### src/sv/e2q_pkg.sv
// ----------------------------------------------------------------------------
// e2q_pkg
// Shared types, constants and tables of the Euler-to-quaternion pipeline.
// ----------------------------------------------------------------------------
package e2q_pkg;

  localparam int ANG_W      = 16;
  localparam int ANGLE_LIM  = 23040;
  localparam int CW         = 34;   // CORDIC datapath, Q2.30 plus headroom
  localparam int ATAN_N     = 32;
  localparam int ATAN_IDX_W = 5;

  typedef logic signed [CW-1:0] cval_t;

  // One CORDIC datapath: cosine, sine and residual angle for one axis.
  typedef struct packed {
    cval_t x;
    cval_t y;
    cval_t z;
  } rot_t;

  // Three axes moving down the cell chain.
  typedef struct packed {
    rot_t r;
    rot_t p;
    rot_t yw;
  } trio_t;

  localparam logic signed [CW-1:0] CORDIC_GAIN = 34'sd652032874;

  function automatic logic signed [CW-1:0] atan_q30(input logic [ATAN_IDX_W-1:0] i);
    logic [31:0] v;
    case (i)
      5'd0:  v = 32'h3243F6A8;
      5'd1:  v = 32'h1DAC6705;
      5'd2:  v = 32'h0FADBAFC;
      5'd3:  v = 32'h07F56EA6;
      5'd4:  v = 32'h03FEAB76;
      5'd5:  v = 32'h01FFD55B;
      5'd6:  v = 32'h00FFFAAA;
      5'd7:  v = 32'h007FFF55;
      5'd8:  v = 32'h003FFFEA;
      5'd9:  v = 32'h001FFFFD;
      5'd10: v = 32'h000FFFFF;
      5'd11: v = 32'h0007FFFF;
      5'd12: v = 32'h0003FFFF;
      5'd13: v = 32'h0001FFFF;
      5'd14: v = 32'h0000FFFF;
      5'd15: v = 32'h00007FFF;
      5'd16: v = 32'h00003FFF;
      5'd17: v = 32'h00001FFF;
      5'd18: v = 32'h00000FFF;
      5'd19: v = 32'h000007FF;
      5'd20: v = 32'h000003FF;
      5'd21: v = 32'h000001FF;
      5'd22: v = 32'h000000FF;
      5'd23: v = 32'h0000007F;
      5'd24: v = 32'h0000003F;
      5'd25: v = 32'h0000001F;
      5'd26: v = 32'h0000000F;
      5'd27: v = 32'h00000008;
      5'd28: v = 32'h00000004;
      5'd29: v = 32'h00000002;
      5'd30: v = 32'h00000001;
      default: v = 32'h00000000;
    endcase
    return {2'b00, v};
  endfunction

  // Rounded Q30 product, floor((a*b + 2^29) / 2^30).
  function automatic cval_t mul_q30(input cval_t a, input cval_t b);
    logic signed [2*CW-1:0] p;
    p = a * b + (68'sd1 <<< 29);
    return cval_t'(p >>> 30);
  endfunction

endpackage

### src/sv/e2q_prep.sv
// ----------------------------------------------------------------------------
// e2q_prep
// Saturates one angle and converts the half angle to radians Q2.30.
// Constant divide by 46080: split pi/46080 into whole and remainder parts,
// then divide the small remainder term by 1024 * 45, using a reciprocal
// multiply for 45 with one correction step. Three register stages.
// ----------------------------------------------------------------------------
module e2q_prep (
  input  logic                              clk,
  input  logic                              en,
  input  logic signed [e2q_pkg::ANG_W-1:0]  ang,
  output logic signed [e2q_pkg::CW-1:0]     z_r
);
  import e2q_pkg::*;

  localparam longint PI_Q30 = 64'sd3373259426;
  localparam longint DIV    = 46080;
  localparam longint ODD    = DIV / 1024;
  // mag * pi / 46080 = mag * PI_INT + mag * PI_FRAC / 46080
  localparam logic [30:0] PI_INT   = 31'(PI_Q30 / DIV);
  localparam logic [28:0] PI_FRAC  = 29'(PI_Q30 % DIV);
  localparam logic [28:0] HALF_RND = 29'(DIV / 2);
  // reciprocal of 45 scaled 2^24, rounded down
  localparam logic [18:0] RECIP    = 19'((64'sd1 <<< 24) / ODD);

  logic [14:0] mag;
  logic        neg_r;
  logic        neg2_r;
  logic [30:0] base_r;
  logic [30:0] base2_r;
  logic [28:0] num_r;
  logic [18:0] nq_r;
  logic [37:0] qprod;
  logic [13:0] q0;
  logic [13:0] q0_r;
  logic [13:0] q;
  logic [19:0] rem;
  logic [31:0] zmag;
  logic signed [CW-1:0] z_nxt;

  always_comb begin
    if (ang > $signed(16'(ANGLE_LIM)))       mag = 15'(ANGLE_LIM);
    else if (ang < -$signed(16'(ANGLE_LIM))) mag = 15'(ANGLE_LIM);
    else if (ang < 0)                        mag = 15'(-ang);
    else                                     mag = 15'(ang);
  end

  always_ff @(posedge clk) begin
    if (en) begin
      neg_r   <= ang < 0;
      base_r  <= 31'(mag) * PI_INT;
      num_r   <= 29'(mag) * PI_FRAC + HALF_RND;
      neg2_r  <= neg_r;
      base2_r <= base_r;
      nq_r    <= num_r[28:10];
      q0_r    <= q0;
      z_r     <= z_nxt;
    end
  end

  // Quotient estimate by 45, low by at most one.
  always_comb begin
    qprod = 38'(num_r[28:10]) * 38'(RECIP);
    q0    = 14'(qprod >> 24);
  end

  always_comb begin
    rem   = 20'(nq_r) - 20'(q0_r) * 20'(ODD);
    q     = (rem >= 20'(ODD)) ? q0_r + 14'd1 : q0_r;
    zmag  = 32'(base2_r) + 32'(q);
    z_nxt = neg2_r ? -CW'($signed({1'b0, zmag})) : CW'($signed({1'b0, zmag}));
  end

endmodule

### config.mk
export PLATFORM = sky130hd
export DESIGN_NAME = e2q_prep
export DESIGN_NICKNAME = d
export VERILOG_FILES = /design/src/sv/e2q_pkg.sv /design/src/sv/e2q_prep.sv
export SDC_FILE = /design/constraint.sdc
export NUM_CORES = 1
export LEC_CHECK = 0
export BUFFER_PORTS_ARGS = -buffer_cell sky130_fd_sc_hd__buf_2
export CORE_MARGIN = 1
export CORE_UTILIZATION = 41
export CTS_CLUSTER_DIAMETER = 30
export DETAILED_ROUTE_END_ITERATION = 10
export GPL_ROUTABILITY_DRIVEN = 0
export SYNTH_ARGS = -nofsm -noshare
export SYNTH_HDL_FRONTEND = slang
export SYNTH_SLANG_ARGS = --single-unit
### constraint.sdc
create_clock -name clk -period 9.41 [get_ports clk]
set_clock_uncertainty 0.2 [all_clocks]
set_input_delay 0.4705 -clock clk [delete_from_list [all_inputs] [get_ports clk]]
set_output_delay 0.4705 -clock clk [all_outputs]
set_load 0.01 [all_outputs]
==> After elaboration in Yosys (flattened, before gate mapping) <==
Index checks and enable logic that the tools add are counted.
{ "totals": {"rom_bits": 0, "latch_bits": 0, "mem_count": 0, "out_inout_bits": 34, "in_bits": 18, "regBits": 156, "elab_cells": 28, "mem_bits_rw": 0} }
{ "op_classes": {"n_bitwise": 0, "n_mul": 4, "addsub": 6, "muxes": 5, "n_eq_ne": 0, "reduce_logical": 0, "div_mod_pow": 0, "magnitude_cmp": 4, "n_shift": 0} }
{ "ops": {"columns": ["operator", "n"], "rows": [
  ["2-to-1 mux 15 bit", 3],
  ["multiplier 19 x 19 -> 38 bit, second input constant", 1],
  ["negator 32 -> 34 bit", 1],
  ["adder 31 x 14 -> 32 bit", 1],
  ["2-to-1 mux 32 bit", 1],
  ["adder 29 x 15 -> 29 bit, second input constant", 1],
  ["multiplier 15 x 15 -> 29 bit, second input constant", 1],
  ["multiplier 15 x 14 -> 28 bit, second input constant", 1],
  ["greater-or-equal comparator 20 x 6 -> 1 bit, second input constant", 1],
  ["multiplier 14 x 6 -> 20 bit, second input constant", 1],
  ["subtractor 19 x 20 -> 20 bit", 1],
  ["> comparator 16 bit, second input constant", 1],
  ["< comparator 16 x 1 -> 1 bit, second input constant", 1],
  ["< comparator 16 bit, second input constant", 1],
  ["negator 15 bit", 1],
  ["adder 14 x 1 -> 14 bit, second input constant", 1],
  ["2-to-1 mux 14 bit", 1]
]} }

==> Logic depth before layout (Yosys ltp) <==
{ "depth": {"ltp_word": 7, "mapped_depth": 34, "depth_no_buf": 32} }

==> Worst setup path before layout <==
No wires, ideal clock.
{ "synth_timing": {"path_kind": "reg2reg", "from": "register q0_r[2]", "to": "register z_r[31] (netlist name) (data pin)", "arrival_ns": 7.806, "path_buffers": 2, "setup_time_ns": 0.270, "t_required_ns": 8.940, "period_less_slack_ns": 8.276, "path_stages_with_launch": 35, "path_slack_ns": 1.134, "path_cell_list": "edfxtp_1 ha_1 xor2_1 ha_1 inv_1 fa_1 fa_1 inv_1 ha_1 or2_2 a21oi_1 nand2b_1 o21ai_2 mux2_4 or4b_1 nor3_1 and3_1 buf_6 nand2b_1 xnor2_1 ha_1 inv_1 fa_1 nor2b_1 o31a_1 o311a_1 o21ai_0 a21boi_1 clkbuf_1 xnor2_1 nand3_1 o31ai_1 nand2_1 o41ai_1 xor2_1"} }
{ "synth_via": {"elab_chain_cells": 7, "elab_cells_between_ends": 8, "classes_between": "4 x add/sub; 1 x mul; 1 x order compare; 2 x mux"} }
{ "synth_rtl": {"columns": ["item", "line_no", "source"], "rows": [
  ["start: declaration", "e2q_prep.sv:35", "logic [13:0] q0_r;"],
  ["start signal: assignment", "e2q_prep.sv:56", "q0_r <= q0;"],
  ["multiplier 14 x 6 -> 20 bit", "e2q_prep.sv:68", "rem = 20'(nq_r) - 20'(q0_r) * 20'(ODD);"],
  ["subtractor 19 x 20 -> 20 bit", "e2q_prep.sv:68", null],
  ["greater-or-equal comparator 20 x 6 -> 1 bit", "e2q_prep.sv:69", "q = (rem >= 20'(ODD)) ? q0_r + 14'd1 : q0_r;"],
  ["2-to-1 mux 14 bit *", "e2q_prep.sv:69", null],
  ["adder 31 x 14 -> 32 bit *", "e2q_prep.sv:70", "zmag = 32'(base2_r) + 32'(q);"],
  ["negator 32 -> 34 bit", "e2q_prep.sv:71", "z_nxt = neg2_r ? -CW'($signed({1'b0, zmag})) : CW'($signed({1'b0, zmag}));"],
  ["2-to-1 mux 32 bit *", "e2q_prep.sv:71", null],
  ["net z_nxt[31]", "e2q_prep.sv:39", "logic signed [CW-1:0] z_nxt;"],
  ["end signal: assignment", "e2q_prep.sv:57", "z_r <= z_nxt;"],
  ["end: declaration", "e2q_prep.sv:12", "output logic signed [e2q_pkg::CW-1:0] z_r"]
]} }
Mark *: on every way through the listed nets, which the timed path passes. The rest lies on a longest branch.
A chain may end at the register's enable or synchronous reset.

==> Final worst setup path <==
{ "layout_timing": {"from": "register q0_r[2]", "to": "register z_r[23] (netlist name) (data pin)"} }
The elaborated chain is that of the path after synthesis.

==> insert_results.sql <==
INSERT INTO impl_metrics (metric_group, metric, value, unit) VALUES
('outcome', 'run_status', 'completed', ''),
('die', 'die_w', '239', 'microns'),
('sta', 'max_freq', '114', 'MHz'),
('sta', 'finalWorstPathRequiredPeriod', '8.80', 'ns'),
('detailed_routing', 'first_pass_iters', '5', ''),
('layout', 'post_route_cells_drive_above_1_share', '6.09', '%'),
('die', 'fp.dieH', '239', 'microns'),
('sta', 'worst_slew_pin_slew', '0.803', 'ns'),
('clock_network', 'clk_root_buffer_cell', 'clkbuf_16', ''),
('sta', 'setup_total_negative_slack', '0', 'ns'),
('detailed_routing', 'viasPerCell', '5.01', ''),
('die', 'rows', '86', ''),
('layout', 'antennaDiodeCount', '0', ''),
('detailed_routing', 'avgRoutedWirePerCell', '15.6', 'microns'),
('sta', 'rsz0062_at_grt', 'false', ''),
('logic_synthesis', 'post_synth_main_area_contributors', 'fa_1 (25%), ha_1 (22%), edfxtp_1 (19%)', ''),
('sta', 'slew-limit-headroom', '46.5', '%'),
('layout', 'nets', '3067', ''),
('placed_design', 'place.port_buffers', '51', ''),
('worst_setup_path', 'crit_type', 'reg -> reg', ''),
('layout', 'multiInputGateArea', '0.0165', 'sq mm'),
('logic_synthesis', 'synth-main-ff-cell', 'edfxtp_1', ''),
('worst_setup_path', 'critPathTopFamily', 'simple AND/OR/NAND/NOR gates', ''),
('clock_network', 'clkTransAtPathRegs', '0.07', 'ns'),
('clock_network', 'cts.hold.buffers_added', '0', ''),
('sta', 'timing.final.crit_share', '93.6', '%'),
('sta', 'slew_viol_final', '0', ''),
('logic_synthesis', 'ys_top_cells_by_count', 'inv_1 (554), ha_1 (412), fa_1 (285)', ''),
('grt', 'grt_util_all_layers', '18.0', '%'),
('logic_synthesis', 'synthDistinctLibCells', '81', ''),
('detailed_routing', 'final_wirelength', '48.5', 'mm'),
('clock_network', 'clk_latency', '0.44', 'ns'),
('die', 'floorplan.initialDensity', '41.6', '%'),
('logic_synthesis', 'yosys_warnings', '0', ''),
('logic_synthesis', 'synth_area', '0.0230', 'sq mm'),
('logic_synthesis', 'synth.most_common_cell', 'inv_1', ''),
('die', 'die_area', '0.0570', 'sq mm'),
('worst_setup_path', 'worst-path-max-fanout', '9', ''),
('logic_synthesis', 'async_reset_ff_share', '0', '%'),
('layout', 'fin_area', '0.0249', 'sq mm'),
('worst_setup_path', 'critPathSlowestCell', 'or4b_1', ''),
('logic_synthesis', 'synthCells', '2274', ''),
('logic_synthesis', 'synth-edff-count', '146', ''),
('grt', 'grt_start_max_net_pins', '94', ''),
('worst_setup_path', 'critPathBufInv', '4', ''),
('logic_synthesis', 'seq_area_frac_synth', '19.1', '%'),
('detailed_routing', 'first_iter_violations', '705', ''),
('worst_setup_path', 'critPathRequiredTime', '9.39', 'ns'),
('flow_run', 'max_cap_viol_count', '0', ''),
('placed_design', 'instance_area_after_placement', '0.0243', 'sq mm'),
('grt', 'antenna_found_initial', '0', ''),
('logic_synthesis', 'synth_top_area_share', '24.8', '%'),
('placed_design', 'dp_hpwl', '42.0', 'mm'),
('clock_network', 'cts_buffers', '17', ''),
('sta', 'report.final.setup_viol', '0', ''),
('layout', 'final_instance_count_excl_fillers', '3113', ''),
('worst_setup_path', 'worst_ep_arrival_time', '8.79', 'ns'),
('die', 'pin_count', '52', ''),
('layout', 'fillerInstances', '5157', ''),
('hold_path', 'holdCritPathClass', 'reg -> reg', ''),
('clock_network', 'cts_tree', 'built', ''),
('logic_synthesis', 'average_cell_area_after_synthesis', '10.1', 'sq um'),
('layout', 'synthToLayoutAreaGrowth', '8.42', '%'),
('worst_setup_path', 'setup_crit_start_kind', 'register', ''),
('logic_synthesis', 'synth.net_count', '2989', ''),
('detailed_routing', 'vias', '15588', ''),
('die', 'coreArea', '0.0553', 'sq mm'),
('grt', 'grt_pass1_wl', '82.4', 'mm'),
('layout', 'final_core_util', '45.1', '%'),
('logic_synthesis', 'ys_ff_latch', '146', ''),
('grt', 'globalRouteOverflowTotal', '0', ''),
('logic_synthesis', 'synth_top_cell_by_area', 'fa_1', ''),
('clock_network', 'cts_max_level', '4', ''),
('detailed_routing', 'final_antenna_net_count', '0', ''),
('grt', 'vias_in_the_first_global_route', '16441', ''),
('layout', 'final-seq-area', '0.00438', 'sq mm'),
('clock_network', 'cts_num_sinks', '146', ''),
('clock_network', 'cts-root-to-sink-buffers', '2', ''),
('placed_design', 'dpl.cell_count', '3075', ''),
('detailed_routing', 'drcViolationCount', '0', ''),
('worst_setup_path', 'critical-path-top-cell-by-count', 'ha_1', ''),
('sta', 'report.final.hold_viol_count', '0', ''),
('worst_setup_path', 'worstSetupEndpointType', 'register', ''),
('worst_setup_path', 'critical_path.max_stage_delay', '0.52', 'ns');
[logic make-up (layout without fill, tap and decap cells)]
| group | after synthesis | after routing | share of synthesized area [%] |
|---|---|---|---|
| compound gates | 294 | 294 | 8.68 |
| xor+xnor | 168 | 168 | 6.40 |
| fa+ha+maj | 698 | 698 | 47.3 |
| buf+inv | 575 | 666 | 9.46 |
| flops | 146 | 146 | 19.1 |
| mux | 15 | 15 | 0.691 |
| simple gates | 378 | 378 | 8.42 |
[sequential cells by signal, summed over array words and instances (netlist names)]
register,cells
base2_r,29
base_r,29
neg2_r,1
neg_r,1
nq_r,19
num_r,19
q0_r,14
z_r,34
[cells in the final DEF, fill, tap and decap left out, types with 50 or more instances in the layout]
cell type / n
fa_1: 285
ha_1: 411
a21oi_1: 61
edfxtp_1: 146
xor2_1: 60
nand2_1: 67
nor2_1: 99
inv_1: 554
xnor2_1: 108
buf_2: 50
o21ai_0: 66
[per-stage QoR]
stage / setup WS [ns] / hold slack [ns]
finish: 0.606 / 0.214
floorplan: 1.13 / 0.200
global placement: 0.541 / 0.203
global route: 0.0177 / 0.222
CTS: 0.324 / 0.219
detailed placement: 0.360 / 0.205
[worst paths after layout]
check | from | end | slack [ns] | depth (start not counted)
min | base_r[9] | base2_r[9] | 0.21 | 0
max | q0_r[2] | z_r[23] | 0.61 | 33
max reg2reg | q0_r[2] | z_r[23] | 0.61 | 33
min reg2reg | base_r[9] | base2_r[9] | 0.21 | 0
[per-layer routing]
layer / GRT usage, % / vias up / wire length (microns)
li1: - / 7670 / -
met1: 25.1 / 7633 / 23300
met2: 30.4 / 252 / 23200
met3: 1.79 / 33 / 1510
met4: 3.42 / 0 / 521
met5: 0 / - / 0
[area by class of cell]
type	instances	area share [%]
clock buffers	17	1.71
multi-input cells	1553	66.0
inverters	554	8.34
flip-flops and latches	146	17.6
clock inverters	15	0.672
repair buffers	80	1.92
well taps	748	3.75
[worst register-to-register path: cells and delay by family, from the launching register on]
kind	cells	cell delay, ns
and+or+nand+nor	12	3.09
adders and majority gates	7	2.59
AOI/OAI and AO/OA	7	1.30
DFF	1	0.42
buffers and inverters	4	0.31
muxes	1	0.31
xor gates and xnor gates	2	0.30
[timing repair]
action,4_1_cts,5_1_grt
endpoints found under the setup margin,0,17
buffers inserted,0,6
gates resized for setup,0,10
endpoints found under the hold margin,0,0
Power is left out: the tool's default activity adds up to more than one toggle a clock period on the data nets, which glitch-free logic cannot reach.
